<file path="config.mk">
export PLATFORM = sky130hd
export DESIGN_NAME = sync_header_packet_deframer_core
export DESIGN_NICKNAME = d
export VERILOG_FILES = /design/src/rtl/shpd_pkg.sv /design/src/rtl/sync_header_packet_deframer_core.sv
export SDC_FILE = /design/constraint.sdc
export NUM_CORES = 1
export LEC_CHECK = 0
export BUFFER_PORTS_ARGS = -buffer_cell sky130_fd_sc_hd__buf_2
export CAP_MARGIN = 20
export CORE_UTILIZATION = 60
export CTS_BUF_LIST = sky130_fd_sc_hd__clkbuf_8
export DETAILED_ROUTE_END_ITERATION = 8
export GPL_ROUTABILITY_DRIVEN = 0
export PLACE_DENSITY = 0.82
export SLEW_MARGIN = 40
export SYNTH_ARGS = -nofsm -noshare
export SYNTH_HDL_FRONTEND = slang
export SYNTH_SLANG_ARGS = --single-unit
</file>
<file path="constraint.sdc">
create_clock -name clk -period 12.5 [get_ports clk]
set_clock_uncertainty 0.1 [all_clocks]
set_input_delay 1.25 -clock clk [delete_from_list [all_inputs] [get_ports clk]]
set_output_delay 1.25 -clock clk [all_outputs]
set_load 0.01 [all_outputs]
</file>
<file path="src/rtl/shpd_pkg.sv">
// Package with the constants and types of the sync-header packet deframer.
`default_nettype none

package shpd_pkg;

    localparam int LINES_PER_PACKET_DEFAULT = 5;
    localparam int WORDS_PER_LINE_DEFAULT   = 8;

    localparam logic [15:0] BUFFER_LEN_RESET = 16'd4096;

    localparam logic [7:0] SYNC_FIRST     = 8'hAA;
    localparam logic [7:0] SYNC_SECOND    = 8'h5A;
    localparam logic [7:0] HALF_CODE_ZERO = 8'd36;
    localparam logic [7:0] HALF_CODE_ONE  = 8'd37;

    localparam int HEADER_BYTES = 32;

    localparam logic [4:0] OFFSET_ID        = 5'd2;
    localparam logic [4:0] OFFSET_HALF      = 5'd3;
    localparam logic [4:0] OFFSET_STAMP_LO  = 5'd16;
    localparam logic [4:0] OFFSET_STAMP_HI  = 5'd19;
    localparam logic [4:0] OFFSET_HEADER_END = 5'd31;

    typedef enum logic [1:0] {
        PH_SEARCH = 2'd0,
        PH_HEADER = 2'd1,
        PH_DATA   = 2'd2,
        PH_DONE   = 2'd3
    } phase_t;

    typedef enum logic [1:0] {
        KIND_DATA     = 2'd0,
        KIND_BAD_HALF = 2'd1,
        KIND_SHORT    = 2'd2
    } kind_t;

endpackage

`default_nettype wire

</file>
<file path="src/rtl/sync_header_packet_deframer_core.sv">
// Sync-header packet deframer: byte input, tagged 32-bit word and error output.
//
// Bytes enter on the input channel (in_valid, in_stall, data_byte, packet_start); a
// transfer with packet_start high is byte zero of a new packet and restarts the sync
// search. Results leave on the output channel (out_valid, out_stall and the result
// fields), one per data word and one per error, with last_word high on the final
// word of a packet and on every error.
// A transferred byte is held in an input register and is then decoded into the result
// register; a stall holds the byte in the input register until the result register is free.
// One byte is taken every cycle as long as the receiver keeps taking results; the
// single-pass decode between the two registers sets that rate.
// When the receiver stalls, the result register holds, an empty input register takes one
// more byte and in_stall then rises until the result is taken. The buffer length is
// written through cfg_wr_en and cfg_wr_data by the user while the block is idle; unchecked.
// Reset clears the decode state, sets the buffer length to 4096 and empties both registers.
`default_nettype none

module sync_header_packet_deframer_core
    import shpd_pkg::*;
#(
    parameter int LINES_PER_PACKET = LINES_PER_PACKET_DEFAULT,
    parameter int WORDS_PER_LINE   = WORDS_PER_LINE_DEFAULT
) (
    input  wire logic        clk,
    input  wire logic        rst_n,
    input  wire logic        cfg_wr_en,
    input  wire logic [15:0] cfg_wr_data,
    input  wire logic        in_valid,
    output logic             in_stall,
    input  wire logic [7:0]  data_byte,
    input  wire logic        packet_start,
    output logic             out_valid,
    input  wire logic        out_stall,
    output logic [1:0]       kind,
    output logic [3:0]       fpga_id,
    output logic [3:0]       asic_id,
    output logic             half_index,
    output logic [2:0]       line_index,
    output logic [2:0]       word_index,
    output logic [31:0]      word_value,
    output logic [31:0]      timestamp_low,
    output logic             last_word
);

    localparam int LINE_BYTES   = 4 * WORDS_PER_LINE;
    localparam int NEEDED_BYTES = HEADER_BYTES + LINE_BYTES * LINES_PER_PACKET;

    localparam logic [16:0] NEEDED      = 17'(NEEDED_BYTES);
    localparam logic [5:0]  LINE_LAST   = 6'(LINE_BYTES);
    localparam logic [3:0]  LINES_LIMIT = 4'(LINES_PER_PACKET);
    localparam logic [3:0]  WORDS_LIMIT = 4'(WORDS_PER_LINE);

    logic        s1_valid_reg;
    logic [7:0]  s1_byte_reg;
    logic        s1_start_reg;

    logic [15:0] size_reg;
    logic [15:0] pos_reg, pos_next;
    logic [7:0]  prev_reg;
    phase_t      phase_reg, phase_next;
    logic [4:0]  offset_reg, offset_next;
    logic [3:0]  fpga_reg, fpga_next;
    logic [3:0]  asic_reg, asic_next;
    logic        half_reg, half_next;
    logic [31:0] stamp_reg, stamp_next;
    logic [23:0] assembly_reg, assembly_next;
    logic [2:0]  line_reg, line_next;

    logic        out_valid_reg;
    logic [1:0]  kind_reg, kind_next;
    logic [3:0]  fpga_out_reg, fpga_out_next;
    logic [3:0]  asic_out_reg, asic_out_next;
    logic        half_out_reg, half_out_next;
    logic [2:0]  line_out_reg, line_out_next;
    logic [2:0]  word_out_reg, word_out_next;
    logic [31:0] value_out_reg, value_out_next;
    logic [31:0] stamp_out_reg, stamp_out_next;
    logic        last_out_reg, last_out_next;
    logic        result_next;

    logic        load_ok;
    logic        s1_fire;
    logic        in_fire;

    assign load_ok  = !out_valid_reg || !out_stall;
    assign s1_fire  = s1_valid_reg && load_ok;
    assign in_stall = s1_valid_reg && !load_ok;
    assign in_fire  = in_valid && !in_stall;

    always_comb
    begin
        logic [15:0] q;
        phase_t      ph;
        logic [7:0]  b;
        logic [4:0]  off;
        logic [2:0]  word;

        b   = s1_byte_reg;
        q   = s1_start_reg ? 16'd0 : pos_reg;
        ph  = s1_start_reg ? PH_SEARCH : phase_reg;
        off = offset_reg;
        word = off[4:2];

        pos_next      = (q != 16'hFFFF) ? q + 16'd1 : q;
        phase_next    = ph;
        offset_next   = offset_reg;
        fpga_next     = fpga_reg;
        asic_next     = asic_reg;
        half_next     = half_reg;
        stamp_next    = stamp_reg;
        assembly_next = assembly_reg;
        line_next     = line_reg;

        result_next    = 1'b0;
        kind_next      = KIND_DATA;
        fpga_out_next  = 4'd0;
        asic_out_next  = 4'd0;
        half_out_next  = 1'b0;
        line_out_next  = 3'd0;
        word_out_next  = 3'd0;
        value_out_next = 32'd0;
        stamp_out_next = 32'd0;
        last_out_next  = 1'b1;

        case (ph)
            PH_SEARCH:
            begin
                if (q != 16'd0 && prev_reg == SYNC_FIRST && b == SYNC_SECOND &&
                    ({1'b0, q} - 17'd1 + NEEDED) <= {1'b0, size_reg})
                begin
                    phase_next  = PH_HEADER;
                    offset_next = OFFSET_ID;
                end
                else if (({1'b0, q} + NEEDED) > {1'b0, size_reg})
                begin
                    result_next = 1'b1;
                    kind_next   = KIND_SHORT;
                    phase_next  = PH_DONE;
                end
            end
            PH_HEADER:
            begin
                if (off == OFFSET_ID)
                begin
                    fpga_next = b[7:4];
                    asic_next = b[3:0];
                end
                else if (off == OFFSET_HALF)
                begin
                    if (b == HALF_CODE_ZERO)
                    begin
                        half_next = 1'b0;
                    end
                    else if (b == HALF_CODE_ONE)
                    begin
                        half_next = 1'b1;
                    end
                    else
                    begin
                        result_next   = 1'b1;
                        kind_next     = KIND_BAD_HALF;
                        fpga_out_next = fpga_reg;
                        asic_out_next = asic_reg;
                        phase_next    = PH_DONE;
                    end
                end
                else if (off >= OFFSET_STAMP_LO && off <= OFFSET_STAMP_HI)
                begin
                    stamp_next[8 * off[1:0] +: 8] = b;
                end
                if (phase_next == PH_HEADER)
                begin
                    if (off >= OFFSET_HEADER_END)
                    begin
                        phase_next    = PH_DATA;
                        offset_next   = 5'd0;
                        line_next     = 3'd0;
                        assembly_next = 24'd0;
                    end
                    else
                    begin
                        offset_next = off + 5'd1;
                    end
                end
            end
            PH_DATA:
            begin
                if (off[1:0] != 2'd3)
                begin
                    assembly_next[8 * off[1:0] +: 8] = b;
                end
                else
                begin
                    result_next    = 1'b1;
                    kind_next      = KIND_DATA;
                    fpga_out_next  = fpga_reg;
                    asic_out_next  = asic_reg;
                    half_out_next  = half_reg;
                    line_out_next  = line_reg;
                    word_out_next  = word;
                    value_out_next = {b, assembly_reg};
                    stamp_out_next = stamp_reg;
                    last_out_next  = ({1'b0, line_reg} + 4'd1 >= LINES_LIMIT) &&
                                     ({1'b0, word} + 4'd1 >= WORDS_LIMIT);
                    assembly_next  = 24'd0;
                end
                if ({1'b0, off} + 6'd1 >= LINE_LAST)
                begin
                    offset_next = 5'd0;
                    if ({1'b0, line_reg} + 4'd1 >= LINES_LIMIT)
                    begin
                        phase_next = PH_DONE;
                        line_next  = 3'd0;
                    end
                    else
                    begin
                        line_next = line_reg + 3'd1;
                    end
                end
                else
                begin
                    offset_next = off + 5'd1;
                end
            end
            default:
            begin
                phase_next = PH_DONE;
            end
        endcase
    end

    always_ff @(posedge clk or negedge rst_n)
    begin
        if (!rst_n)
        begin
            size_reg      <= BUFFER_LEN_RESET;
            s1_valid_reg  <= 1'b0;
            out_valid_reg <= 1'b0;
            pos_reg       <= 16'd0;
            prev_reg      <= 8'd0;
            phase_reg     <= PH_SEARCH;
            offset_reg    <= 5'd0;
            fpga_reg      <= 4'd0;
            asic_reg      <= 4'd0;
            half_reg      <= 1'b0;
            stamp_reg     <= 32'd0;
            assembly_reg  <= 24'd0;
            line_reg      <= 3'd0;
        end
        else
        begin
            if (cfg_wr_en)
            begin
                size_reg <= cfg_wr_data;
            end
            if (in_fire)
            begin
                s1_valid_reg <= 1'b1;
            end
            else if (s1_fire)
            begin
                s1_valid_reg <= 1'b0;
            end
            if (load_ok)
            begin
                out_valid_reg <= s1_fire && result_next;
            end
            if (s1_fire)
            begin
                pos_reg      <= pos_next;
                prev_reg     <= s1_byte_reg;
                phase_reg    <= phase_next;
                offset_reg   <= offset_next;
                fpga_reg     <= fpga_next;
                asic_reg     <= asic_next;
                half_reg     <= half_next;
                stamp_reg    <= stamp_next;
                assembly_reg <= assembly_next;
                line_reg     <= line_next;
            end
        end
    end

    always_ff @(posedge clk)
    begin
        if (in_fire)
        begin
            s1_byte_reg  <= data_byte;
            s1_start_reg <= packet_start;
        end
        if (s1_fire && result_next)
        begin
            kind_reg      <= kind_next;
            fpga_out_reg  <= fpga_out_next;
            asic_out_reg  <= asic_out_next;
            half_out_reg  <= half_out_next;
            line_out_reg  <= line_out_next;
            word_out_reg  <= word_out_next;
            value_out_reg <= value_out_next;
            stamp_out_reg <= stamp_out_next;
            last_out_reg  <= last_out_next;
        end
    end

    assign out_valid     = out_valid_reg;
    assign kind          = kind_reg;
    assign fpga_id       = fpga_out_reg;
    assign asic_id       = asic_out_reg;
    assign half_index    = half_out_reg;
    assign line_index    = line_out_reg;
    assign word_index    = word_out_reg;
    assign word_value    = value_out_reg;
    assign timestamp_low = stamp_out_reg;
    assign last_word     = last_out_reg;

endmodule

`default_nettype wire
</file>
---- Word-level counts from Yosys, hierarchy flattened ----
Index checks and enable logic that the tools add are counted.
storage, ports and cells
  input port bits ......................... 30
  bits in registers ....................... 208
  word-level logic and storage cells ...... 153
  output and inout bits ................... 84
cells by class
  bitwise logic cells ..................... 3
  reduce and logical (&&, ||, !) cells .... 27
  $add $sub $neg .......................... 10
  multiplexer cells ....................... 62
  shifts and indexed selects .............. 4
  order comparisons ....................... 8
  equal/unequal tests ..................... 15
operators with widths
  kind                                                                      count
  24-bit 2-to-1 mux                                                         3
  24-bit case mux with 2 select lines                                       1
  4-bit 2-to-1 mux                                                          10
  5-bit negation with 34-bit output                                         1
  8-bit by 34-bit variable shift with 24-bit output (first input constant)  1
  8-bit by 34-bit variable shift with 32-bit output (first input constant)  1
  8-bit by 34-bit indexed part select with 24-bit output                    1
  8-bit by 34-bit indexed part select with 32-bit output                    1
  32-bit bitwise mux                                                        1
  16-bit 2-to-1 mux                                                         2
  2-bit 2-to-1 mux                                                          14
  24-bit bitwise mux                                                        1
  5-bit 2-to-1 mux                                                          4
  16-bit by 8-bit adder with 17-bit output (second input constant)          1
  17-bit by 8-bit adder with 17-bit output (second input constant)          1
  17-bit by 16-bit > comparator with 1-bit output                           1
  17-bit by 16-bit less-or-equal comparator with 1-bit output               1
  16-bit by 1-bit subtractor with 17-bit output (second input constant)     1
  16-bit by 1-bit adder with 16-bit output (second input constant)          1
  8-bit by 6-bit equality test with 1-bit output (second input constant)    2
  16-bit != test (second input constant)                                    1
  4-bit case mux with 2 select lines                                        2
  16-bit nonzero test                                                       1
  1-bit 2-to-1 mux                                                          15
  32 further kinds                                                          61

---- Depth between registers and ports, before layout ----
Gate-level depths: netlist (run 1).
  depth in word-level cells ............... 9
  gate-level depth with buffers ........... 17
  mapped depth without buffers ............ 15

---- Worst setup path before layout (run 1) ----
No wires, ideal clock.
  path type ............................... register -> register
  from .................................... register s1_start_reg
  to ...................................... register asic_out_reg[0], in the netlist asic_id[0], enable pin
  path slack .............................. 2.472 ns
  buffers on the path ..................... 2
  required time ........................... 11.756 ns
  setup time .............................. 0.644 ns
  arrival ................................. 9.283 ns
  stages on the path, launching flop included .. 18
  period minus slack after synthesis ...... 10.028 ns
  path through ............................ edfxtp_1 -> buf_2 -> inv_1 -> clkbuf_1 -> nand2_1 -> ha_1 -> and2b_2 -> a311oi_4 -> or3_2 -> a21oi_1 -> ha_1 -> nand3_1 -> nor4_1 -> o21a_1 -> o311ai_2 -> nand2_1 -> nand2b_1 -> a211oi_1
between the ends
  longest elaborated chain between the ends .. 8
  elaborated cells on any way between the ends .. 18
  classes of those cells .................. add/sub (3); order compare (2); eq/ne (2); mux (5); reduce/logical (6)
RTL lines
  element                                                                                           line                                                                              RTL
  start: declaration                                                                                sync_header_packet_deframer_core.sv:55                                            logic s1_start_reg;
  start signal: assignment                                                                          sync_header_packet_deframer_core.sv:289                                           s1_start_reg <= packet_start;
  16-bit 2-to-1 mux                                                                                 sync_header_packet_deframer_core.sv:99                                            q = s1_start_reg ? 16'd0 : pos_reg;
  16-bit by 1-bit subtractor with 17-bit output or 16-bit nonzero test (tied branches)              sync_header_packet_deframer_core.sv:129, sync_header_packet_deframer_core.sv:128
  17-bit by 8-bit adder with 17-bit output or 1-bit logical AND (tied branches)                     sync_header_packet_deframer_core.sv:129, sync_header_packet_deframer_core.sv:128
  17-bit by 16-bit less-or-equal comparator with 1-bit output or 1-bit logical AND (tied branches)  sync_header_packet_deframer_core.sv:129, sync_header_packet_deframer_core.sv:128
  1-bit logical AND                                                                                 sync_header_packet_deframer_core.sv:128                                           if (q != 16'd0 && prev_reg == SYNC_FIRST && b == SYNC_SECOND &&
  1-bit 2-to-1 mux                                                                                  sync_header_packet_deframer_core.sv:128
  1-bit case mux with 3 select lines (*)                                                            sync_header_packet_deframer_core.sv:125                                           case (ph)
  1-bit logical AND (*)                                                                             sync_header_packet_deframer_core.sv:291                                           if (s1_fire && result_next)
  end signal: assignment                                                                            sync_header_packet_deframer_core.sv:295                                           asic_out_reg <= asic_out_next;
  end: declaration                                                                                  sync_header_packet_deframer_core.sv:72                                            logic [3:0] asic_out_reg, asic_out_next;
Every way passes the cells marked *; elsewhere a longest branch is shown, timed or not.
A chain may end at the register's enable or synchronous reset.

---- Final worst setup path (run 1) ----
  from .................................... register s1_start_reg
  to ...................................... register stamp_out_reg[28], in the netlist timestamp_low[28], enable pin
between the ends
  longest elaborated chain between the ends .. 8
  elaborated cells on any way between the ends .. 18
  classes of those cells .................. add/sub (3); order compare (2); eq/ne (2); mux (5); reduce/logical (6)
RTL lines
  element                                                                                           line                                                                              RTL
  16-bit 2-to-1 mux                                                                                 sync_header_packet_deframer_core.sv:99
  16-bit by 1-bit subtractor with 17-bit output or 16-bit nonzero test (tied branches)              sync_header_packet_deframer_core.sv:129, sync_header_packet_deframer_core.sv:128
  17-bit by 8-bit adder with 17-bit output or 1-bit logical AND (tied branches)                     sync_header_packet_deframer_core.sv:129, sync_header_packet_deframer_core.sv:128
  17-bit by 16-bit less-or-equal comparator with 1-bit output or 1-bit logical AND (tied branches)  sync_header_packet_deframer_core.sv:129, sync_header_packet_deframer_core.sv:128
  1-bit logical AND                                                                                 sync_header_packet_deframer_core.sv:128
  1-bit 2-to-1 mux                                                                                  sync_header_packet_deframer_core.sv:128
  1-bit case mux with 3 select lines (*)                                                            sync_header_packet_deframer_core.sv:125
  1-bit logical AND (*)                                                                             sync_header_packet_deframer_core.sv:291
  end signal: assignment                                                                            sync_header_packet_deframer_core.sv:300                                           stamp_out_reg <= stamp_out_next;
  end: declaration                                                                                  sync_header_packet_deframer_core.sv:77                                            logic [31:0] stamp_out_reg, stamp_out_next;
Marked as above.

==> results of run 1 <==
cell usage in the layout, fill, tap and decap left out, drive strengths merged, types with 8 or more instances in the layout:
master and n:
a22o 33, nor2b 8, dfrtp 116, edfxtp 91, buf 119, clkinv 8
xor2 9, mux2 10, nor2 39, and2 11, and3 79, ha 50
clkbuf 36, nand3 25, or3 8, a21oi 27, inv 44, nand2 137
a31oi 8, o21ai 81, xnor2 20
layout make-up:
class / instances / area (um^2)
multi-input combinational: 635 / 4140
fill: 1210 / 5080
inverter: 32 / 120
timing repair buffer: 119 / 629
clock buffer: 36 / 495
tap: 220 / 275
clock inverter: 21 / 120
sequential: 208 / 5660
cell families after synthesis:
group,count (synthesis)
flops,208
mux,11
xor+xnor,29
compound gates,190
fa+ha+maj,50
buf+inv,88
simple gates,355
worst reg2reg max path: cells and delay by family (launching register included):
kind                     cells  cell delay, ps
adder cells (fa/ha/maj)      2             610
AO/OA/AOI/OAI                5            1080
flip-flops                   1             360
AND/OR/NAND/NOR              7            1550
buffers and inverters        3            1240
metrics by stage:
step	hold WS, ps	total power, mW	worst slack (ps)
detailed placement	360	1.04	7190
global route	407	1.65	6710
finish	370	1.58	7110
global placement	353	1.03	7170
floorplan	337	0.961	2470
CTS	375	1.59	7170
worst max-delay path by stage:
stage                              endpoint          from  slack (ps)  depth (start not counted)
after floorplan                  asic_id[0]  s1_start_reg        2470                         17
after global placement           asic_id[0]  s1_start_reg        7170                         17
after detailed placement         fpga_id[3]  s1_start_reg        7190                         17
after CTS                    word_value[18]  s1_start_reg        7170                         17
after global routing         word_value[24]  s1_start_reg        6710                         17
final                     timestamp_low[28]  s1_start_reg        7110                         17
routing by layer:
metal,part of all wire,vias to the layer above,track usage
li1,-,3532,-
met1,0.44,3597,0.394
met2,0.46,310,0.404
met3,0.074,46,0.0363
met4,0.022,0,0.0730
met5,0,-,0
report_power, final:
part / internal, mW / total (mW) / switching, mW
sequential: 0.756 / 0.792 / 0.0361
combinational: 0.0841 / 0.243 / 0.159
clock: 0.284 / 0.544 / 0.260
total: 1.12 / 1.58 / 0.455
==> reports/results.ini, run 1 <==
[drt]
drc=0
wl_per_cell_um=17.3
routed_wl_um=22000
dr.pass1.iters=5
drtAntennaViolNets=0
dr.first_iter.drc_count=628
viasPerCell=5.89
vias=7485

[clock_tree]
cts_tree=done
clock-sinks=208
cts_buffers=31
clock-root-buffer=clkbuf_8
post_cts_resized=0
clk_pin_slew_ps=60
htreeDepth=1
ctsHoldBuffers=0
insertion_delay_ps=580
clockBufferDepth=3
post-cts-setup-buffer-count=0

[worst_hold_path]
hold_end=prev_reg[0]
worstHoldStart=prev_reg[0]
hp-class=flip-flop to flip-flop
hold_depth=2

[setup_path]
r2r_cells=17
cp_cell_sequence=buf_4, inv_1, nand2_1, ha_1, and2b_2, a311oi_4, or3_2, a21oi_1, ha_1, nand3_1, nor4_1, o21a_1, o311ai_2, nand2_1, nand2b_1, a211oi_4, buf_6
critPathRequiredTime_ps=12600
max_stage_delay_ps=570
crit_family=simple AND/OR/NAND/NOR gates
start_kind=flip-flop
reg2reg_slack_ps=7110
timing.rr.end=timestamp_low[28]
worstSetupPathType=flip-flop to flip-flop
end_kind=flip-flop
arrival_ps=5490
critical_path_buf_inv_count=3
crit_slowest_cell=buf_6
reg2reg_from=s1_start_reg
crit_fanout=82

[logic_synthesis]
muxShareOfSynthArea=0.0121
synthTopCellsByCount=nand2_1 (136), dfrtp_1 (116), edfxtp_1 (91)
syn_inst=931
synthAdderAreaFrac=0.0620
synthesis.area_mm2=0.0101
synthSimpleGateAreaFrac=0.181
yosysSeqAreaShare=0.561
synth_top_family_by_area=simple AND/OR/NAND/NOR gates
synth_seq_cells=208
yosys.area.top_type=dfrtp_1
synth.distinct_cells=70
synth-xor-area-share=0.0252
synth_area_leaders=dfrtp_1 (29%), edfxtp_1 (27%), ha_1 (6.2%)
synth-edff-count=91
synth-compound-area-share=0.125
syn_avg_cell_area_um2=10.8
syn-num-nets=1011
ys_warn_count=0
synth_top_area_frac=0.288
synth.most_common_cell=nand2_1
synth_ff_type=dfrtp_1
ys_async_sr_fraction=0.563

[run_status]
status=complete, no violations

[global_routing]
grt_pass1_wl_um=36500
grt_pass1_vias=7147
grt.overflow.total=0
gr-usage-all-layers=0.263
antenna_found_initial=0
grt_max_degree=83

[die]
core_area_mm2=0.0165
chipWidth_um=132
boundaryPins=114
dieArea_mm2=0.0173
std_cell_rows=47
die_h_um=132
initial_core_util=0.611

[placement]
dpl_cell_area_mm2=0.0108
hpwlAfterDp_um=14300
numPortBuffers=113
post-place-cells=1214

[cells_and_area]
layout.nets=1107
drive_above_1_share=0.192
layoutNonFillerInstCount=1271
antenna_cells=0
final_area_mm2=0.0114
post-route-util=0.692
area_growth_pct=13.3

[timing]
worst_slew_pin_slew_ps=764
period_minus_slack_ps=5390
setup_viol=0
fin_setup_tns_ps=0
drv_slew=0
max_slew_margin=0.490
rsz0062_at_grt=no
period_share=0.431
final-hold-violation-count=0
fmax_mhz=186

[power_and_ir_drop]
power_density_mw_per_mm2=138
p_leak_nw=5.21
ir_drop_mv=0.103

[job]
maxCapViolCount=0

(Power assumes the default switching activity.)
==> run 2, diff against run 1 <==
--- a/config.mk
+++ b/config.mk
@@ -5,13 +5,14 @@
 export SDC_FILE = /design/constraint.sdc
 export NUM_CORES = 1
 export LEC_CHECK = 0
+export ABC_AREA = 1
 export BUFFER_PORTS_ARGS = -buffer_cell sky130_fd_sc_hd__buf_2
 export CAP_MARGIN = 20
-export CORE_UTILIZATION = 60
+export CORE_UTILIZATION = 55
 export CTS_BUF_LIST = sky130_fd_sc_hd__clkbuf_8
 export DETAILED_ROUTE_END_ITERATION = 8
 export GPL_ROUTABILITY_DRIVEN = 0
-export PLACE_DENSITY = 0.82
+export PLACE_DENSITY = 0.79
 export SLEW_MARGIN = 40
 export SYNTH_ARGS = -nofsm -noshare
 export SYNTH_HDL_FRONTEND = slang
==> constraint.sdc (replaced) <==
create_clock -name clk -period 4.7 [get_ports clk]
set_clock_uncertainty 0.1 [all_clocks]
set_input_delay 0.47 -clock clk [delete_from_list [all_inputs] [get_ports clk]]
set_output_delay 0.47 -clock clk [all_outputs]
set_load 0.01 [all_outputs]
==> run 2 against run 1 <==
Effect of this change: routed wire length is 3.3% higher; die area is 12% higher; critical path type unchanged; design area is 4.3% higher; flip-flop and latch count stayed put; synthesized cell count is 20% higher; clock power grew to 2.9 times the previous value; highest routed layer unchanged; utilization is 3.9 points lower; cell count is 19% higher; critical endpoint is now timestamp_low[22]; via count is 6.5% higher.
==> reports/results.ini, run 2 <==
[logic_synthesis]
synth.most_common_cell=nand2_1
ys_warn_count=0
synth_top_area_frac=0.279
yosysSeqAreaShare=0.544
ys_async_sr_fraction=0.563
synth_ff_type=dfrtp_1
synth-edff-count=91
syn-num-nets=1201
yosys.area.top_type=dfrtp_1
synth_area_leaders=dfrtp_1 (28%), edfxtp_1 (26%), nand2_1 (7.9%)
synthesis.area_mm2=0.0104
synthTopCellsByCount=nand2_1 (220), inv_1 (158), nor2_1 (127)
synth_seq_cells=208
syn_avg_cell_area_um2=9.28
syn_inst=1121
synth.distinct_cells=50

[drt]
dr.pass1.iters=5
drc=0
viasPerCell=5.29
routed_wl_um=22700
wl_per_cell_um=15.1
drtAntennaViolNets=0
vias=7968
dr.first_iter.drc_count=629

[timing]
period_share=0.893
final-hold-violation-count=0
holdWs_ps=26.3
drv_slew=0
rsz0062_at_grt=no
worst_slew_pin_slew_ps=770
max_slew_margin=0.485
setup_viol=0
fin_setup_tns_ps=0
fmax_mhz=238
period_minus_slack_ps=4200
fin_ws_ps=504

[die]
die_h_um=140
chipWidth_um=140
dieArea_mm2=0.0195
std_cell_rows=49
core_area_mm2=0.0183
initial_core_util=0.569
boundaryPins=114

[power_and_ir_drop]
power_density_mw_per_mm2=383
ir_drop_mv=0.287
power_mw=4.57
p_leak_nw=5.47

[clock_tree]
clock-sinks=208
cts_tree=done
cts_buffers=35
clock-root-buffer=clkbuf_8
post-cts-setup-buffer-count=0
htreeDepth=2
post_cts_resized=0
insertion_delay_ps=540
clk_pin_slew_ps=70
clockBufferDepth=3
ctsHoldBuffers=2

[setup_path]
reg2reg_slack_ps=500
start_kind=flip-flop
r2r_cells=23
arrival_ps=4290
critPathRequiredTime_ps=4800
end_kind=flip-flop
crit_fanout=48
timing.rr.end=timestamp_low[22]
worstSetupPathType=flip-flop to flip-flop
reg2reg_from=s1_start_reg

[placement]
numPortBuffers=113
place_ws_ps=525
dpl_cell_area_mm2=0.0112
hpwlAfterDp_um=15800

[worst_hold_path]
hp-class=primary input to flip-flop
worstHoldStart=data_byte[4]
hold_end=s1_byte_reg[4]
hold_depth=1

[cells_and_area]
final_area_mm2=0.0119
layout.nets=1331
area_growth_pct=14.7
antenna_cells=0
final_cell_mix=nand2_1 (219), inv_1 (172), nor2_1 (124)
layout_commonest_cell=nand2_1
drive_above_1_share=0.196

[global_routing]
grt_max_degree=72
grt_pass1_vias=7796
antenna_found_initial=0
grt.overflow.total=0
grt_pass1_wl_um=37900
gr-usage-all-layers=0.243

[run_status]
status=complete, no violations

[job]
maxCapViolCount=0

==> run 2: cell types whose count changed in the layout (fill, tap and decap cells not counted), moves of 11 or more <==
cell / change
a22o_1: -33
and2_1: -11
and3_1: -75
inv_1: +129
inv_2: +15
nand2_1: +83
nand2_2: +11
nand4_1: +26
nor2_1: +85
nor2_2: +17
nor4_1: +13
xnor2_1: -14
xor2_1: +21
==> run 2: worst max-delay path by stage <==
stage                 start                 to  cells past startpoint
3_3_place_gp   s1_start_reg     word_value[11]                     24
5_1_grt        s1_start_reg  timestamp_low[22]                     23
2_1_floorplan  s1_start_reg         asic_id[0]                     23
6_report       s1_start_reg  timestamp_low[22]                     23
4_1_cts        s1_start_reg     word_value[18]                     23
3_5_place_dp   s1_start_reg  timestamp_low[24]                     23
==> run 2: cell families (layout without fill, tap and decap cells) <==
family / Yosys count / after routing / synth area share
muxes: 1 / 1 / 0.00108
AOI/OAI and AO/OA: 123 / 123 / 0.0659
buffers and inverters: 208 / 365 / 0.0789
xor gates and xnor gates: 36 / 36 / 0.0303
adders and majority gates: 50 / 50 / 0.0601
and+or+nand+nor: 495 / 495 / 0.219
DFF: 208 / 208 / 0.544
==> run 2: final cells by class <==
class                           count  area, um^2
Fill cell                        1478        6330
Sequential cell                   208        5660
Multi-Input combinational cell    705        3930
Timing Repair Buffer              125         692
Inverter                          176         669
Clock buffer                       43         592
Tap cell                          229         287
Clock inverter                     21         103
==> run 2: stage by stage <==
| step | instances | util |
|---|---|---|
| floorplan | 1121 | - |
| global placement | 1441 | 0.613 |
| detailed placement | 1441 | 0.613 |
| CTS | 1507 | 0.653 |
| global route | 1507 | 0.653 |
| finish | 1507 | 0.653 |
==> run 2: per-layer routing <==
metal  up-vias  part of all wire  routed length [um]  GRT usage
met5         -                 0                   0          0
met4         0             0.035                 794      0.109
met3        69             0.073                1660     0.0465
met2       307              0.47               10700      0.399
met1      3706              0.42                9540      0.315
li1       3886                 -                   -          -
==> run 2: report_power, final <==
group | switching (mW) | total (mW) | internal, mW
Clock | 0.721 | 1.56 | 0.834
Combinational | 0.637 | 0.902 | 0.265
Sequential | 0.0896 | 2.11 | 2.02
==> run 2: worst max-delay path: stages, from the launching register on <==
cell	delay, ps
edfxtp_1	510
nor2_1	390
inv_1	180
ha_1	270
a21oi_4	200
xor2_1	100
ha_1	300
nand2_1	70
nor2_1	220
nand3b_1	130
nand3_1	100
nand2_1	50
nand2_1	50
nand2_1	40
nand2_1	50
nand2_1	40
nand2_1	50
nand2_1	80
nand2_2	110
nand3_1	110
nand2_1	80
nand2_1	100
clkinvlp_4	210
buf_12	290
==> run 3, diff against run 2 <==
--- a/config.mk
+++ b/config.mk
@@ -8,11 +8,13 @@
 export ABC_AREA = 1
 export BUFFER_PORTS_ARGS = -buffer_cell sky130_fd_sc_hd__buf_2
 export CAP_MARGIN = 20
-export CORE_UTILIZATION = 55
+export CELL_PAD_IN_SITES_DETAIL_PLACEMENT = 2
+export CELL_PAD_IN_SITES_GLOBAL_PLACEMENT = 2
+export CORE_UTILIZATION = 34
 export CTS_BUF_LIST = sky130_fd_sc_hd__clkbuf_8
 export DETAILED_ROUTE_END_ITERATION = 8
 export GPL_ROUTABILITY_DRIVEN = 0
-export PLACE_DENSITY = 0.79
+export PLACE_DENSITY_LB_ADDON = 0.1
 export SLEW_MARGIN = 40
 export SYNTH_ARGS = -nofsm -noshare
 export SYNTH_HDL_FRONTEND = slang
==> run 3 against run 2 <==
Effect of this change: global-route usage is 4.5 points lower; worst setup slack worse by 20 ps; non-clock buffer count is 7 higher; flip-flop and latch count stayed put; maximum frequency is 0.47% lower; sequential share of layout area is 1.3 points lower; clock power is 7% higher; combinational power is 6.2% higher; critical path type unchanged; largest power group unchanged.
==> reports/results.ini, run 3 (synthesis gave the netlist of run 2 again) <==
[drt]
drtAntennaViolNets=0
viasPerCell=4.79
dr.pass1.iters=4
dr.first_iter.drc_count=329
drc=0
vias=8067
wl_per_cell_um=17.5
routed_wl_um=29400

[setup_path]
max_stage_delay_ps=600
crit_slowest_cell=edfxtp_1
end_kind=flip-flop
r2r_cells=24
crit_fanout=47
worstSetupPathType=flip-flop to flip-flop
reg2reg_from=s1_start_reg
crit_top_cell=nand2_1
critPathRequiredTime_ps=4810
start_kind=flip-flop
cp_cell_sequence=nor2_2, inv_1, ha_1, nand3_4, a21oi_4, or2_2, o21ai_0, inv_1, ha_1, nand4_1, inv_1, nand2_1, nand2_1, nand2_1, nand2_1, nand2_1, nand2_1, nand2_1, nand2_2, nand3_1, nand2_1, nand2_1, clkinvlp_4, buf_12
arrival_ps=4320
startpoint=s1_start_reg

[timing]
setup_viol=0
max_slew_margin=0.478
drv_slew=0
holdWs_ps=32.2
worst_slew_pin_slew_ps=781
fin_setup_tns_ps=0
period_minus_slack_ps=4220
period_share=0.897
fmax_mhz=237
rsz0062_at_grt=no
final-hold-violation-count=0

[placement]
hpwlAfterDp_um=21600
post-place-cells=1603
dpl_cell_area_mm2=0.0114
numPortBuffers=113

[global_routing]
gr-usage-all-layers=0.199
grt_pass1_vias=8880
grt_pass1_wl_um=48500
grt_max_degree=72
antenna_found_initial=0
grt.overflow.total=0

[worst_hold_path]
worstHoldStart=data_byte[4]
hold_depth=1
hp-class=primary input to flip-flop

[clock_tree]
htreeDepth=2
clockBufferDepth=3
clk_pin_slew_ps=60
clock-root-buffer=clkbuf_8
cts_tree=done
clock-sinks=208
cts_buffers=39
insertion_delay_ps=530

[die]
chipWidth_um=177
dieArea_mm2=0.0313
boundaryPins=114
std_cell_rows=63
initial_core_util=0.348
core_area_mm2=0.0299
die_h_um=177

[power_and_ir_drop]
p_leak_nw=5.54
power_mw=4.74
ir_drop_mv=0.176
pwr-share-clk=0.351
p_comb_frac=0.202
power_density_mw_per_mm2=387
p_sw_mw=1.56
internal_power_mw=3.19
seq_power_share=0.447
swShare=0.328

[cells_and_area]
final_area_mm2=0.0123
layoutNonFillerInstCount=1683
antenna_cells=0
multi_input_area_mm2=0.00393
drive_above_1_share=0.197
layout_commonest_cell=nand2_1
layout.nets=1342
area_growth_pct=17.9
fill_cells=3358
final_cell_mix=nand2_1 (219), inv_1 (174), nor2_1 (124)
regArea_mm2=0.00566

[run_status]
status=complete, no violations

[job]
maxCapViolCount=0

-- run 3: through the flow --
stage | setup WS, ps | utilization
floorplan | 51.5 | -
global placement | 641 | 0.382
detailed placement | 430 | 0.382
CTS | 419 | 0.410
global route | 85.6 | 0.410
finish | 484 | 0.410
-- run 3: what timing repair did --
| action | 4_1_cts | 5_1_grt |
|---|---|---|
| resized for setup | 0 | 0 |
| hold endpoints to repair | 45 | 0 |
| hold buffers | 7 | 0 |
| setup buffers | 0 | 0 |
-- run 3: worst paths after layout --
path                                      to  slack, ps
max                        timestamp_low[15]        480
max reg2reg                timestamp_low[15]        480
min                           s1_byte_reg[4]         30
min in group asynchronous       size_reg[13]        400
min reg2reg                 assembly_reg[16]        370
max in group asynchronous        prev_reg[3]       3140
-- run 3: worst max-delay path: cells and delay by family, from the launching register on --
family          cells  cell delay, ps
simple gates       15            1610
fa+ha+maj           2             590
buf+inv             5             690
compound gates      2             240
flops               1             600
-- run 3: power by group through the flow --
| stage | sequential (mW) | clock [mW] | combinational (mW) |
|---|---|---|---|
| floorplan | 2.13 | 0 | 0.636 |
| global placement | 2.15 | 0 | 0.938 |
| detailed placement | 2.15 | 0 | 0.969 |
| CTS | 2.12 | 1.74 | 0.979 |
| global route | 2.14 | 1.81 | 1.09 |
| finish | 2.12 | 1.67 | 0.958 |
-- run 3: metal layers --
| metal | part of all wire | global-route usage |
|---|---|---|
| met5 | 0 | 0 |
| met4 | 0.018 | 0.0489 |
| met3 | 0.035 | 0.0296 |
| met2 | 0.48 | 0.332 |
| met1 | 0.47 | 0.269 |
-- run 3: area by class of cell --
class / count / area share
clock buffer: 46 / 0.0516
clock inverter: 26 / 0.00898
inverter: 176 / 0.0546
multi-input combinational: 705 / 0.321
sequential: 208 / 0.462
tap: 390 / 0.0398
timing repair buffer: 132 / 0.0625
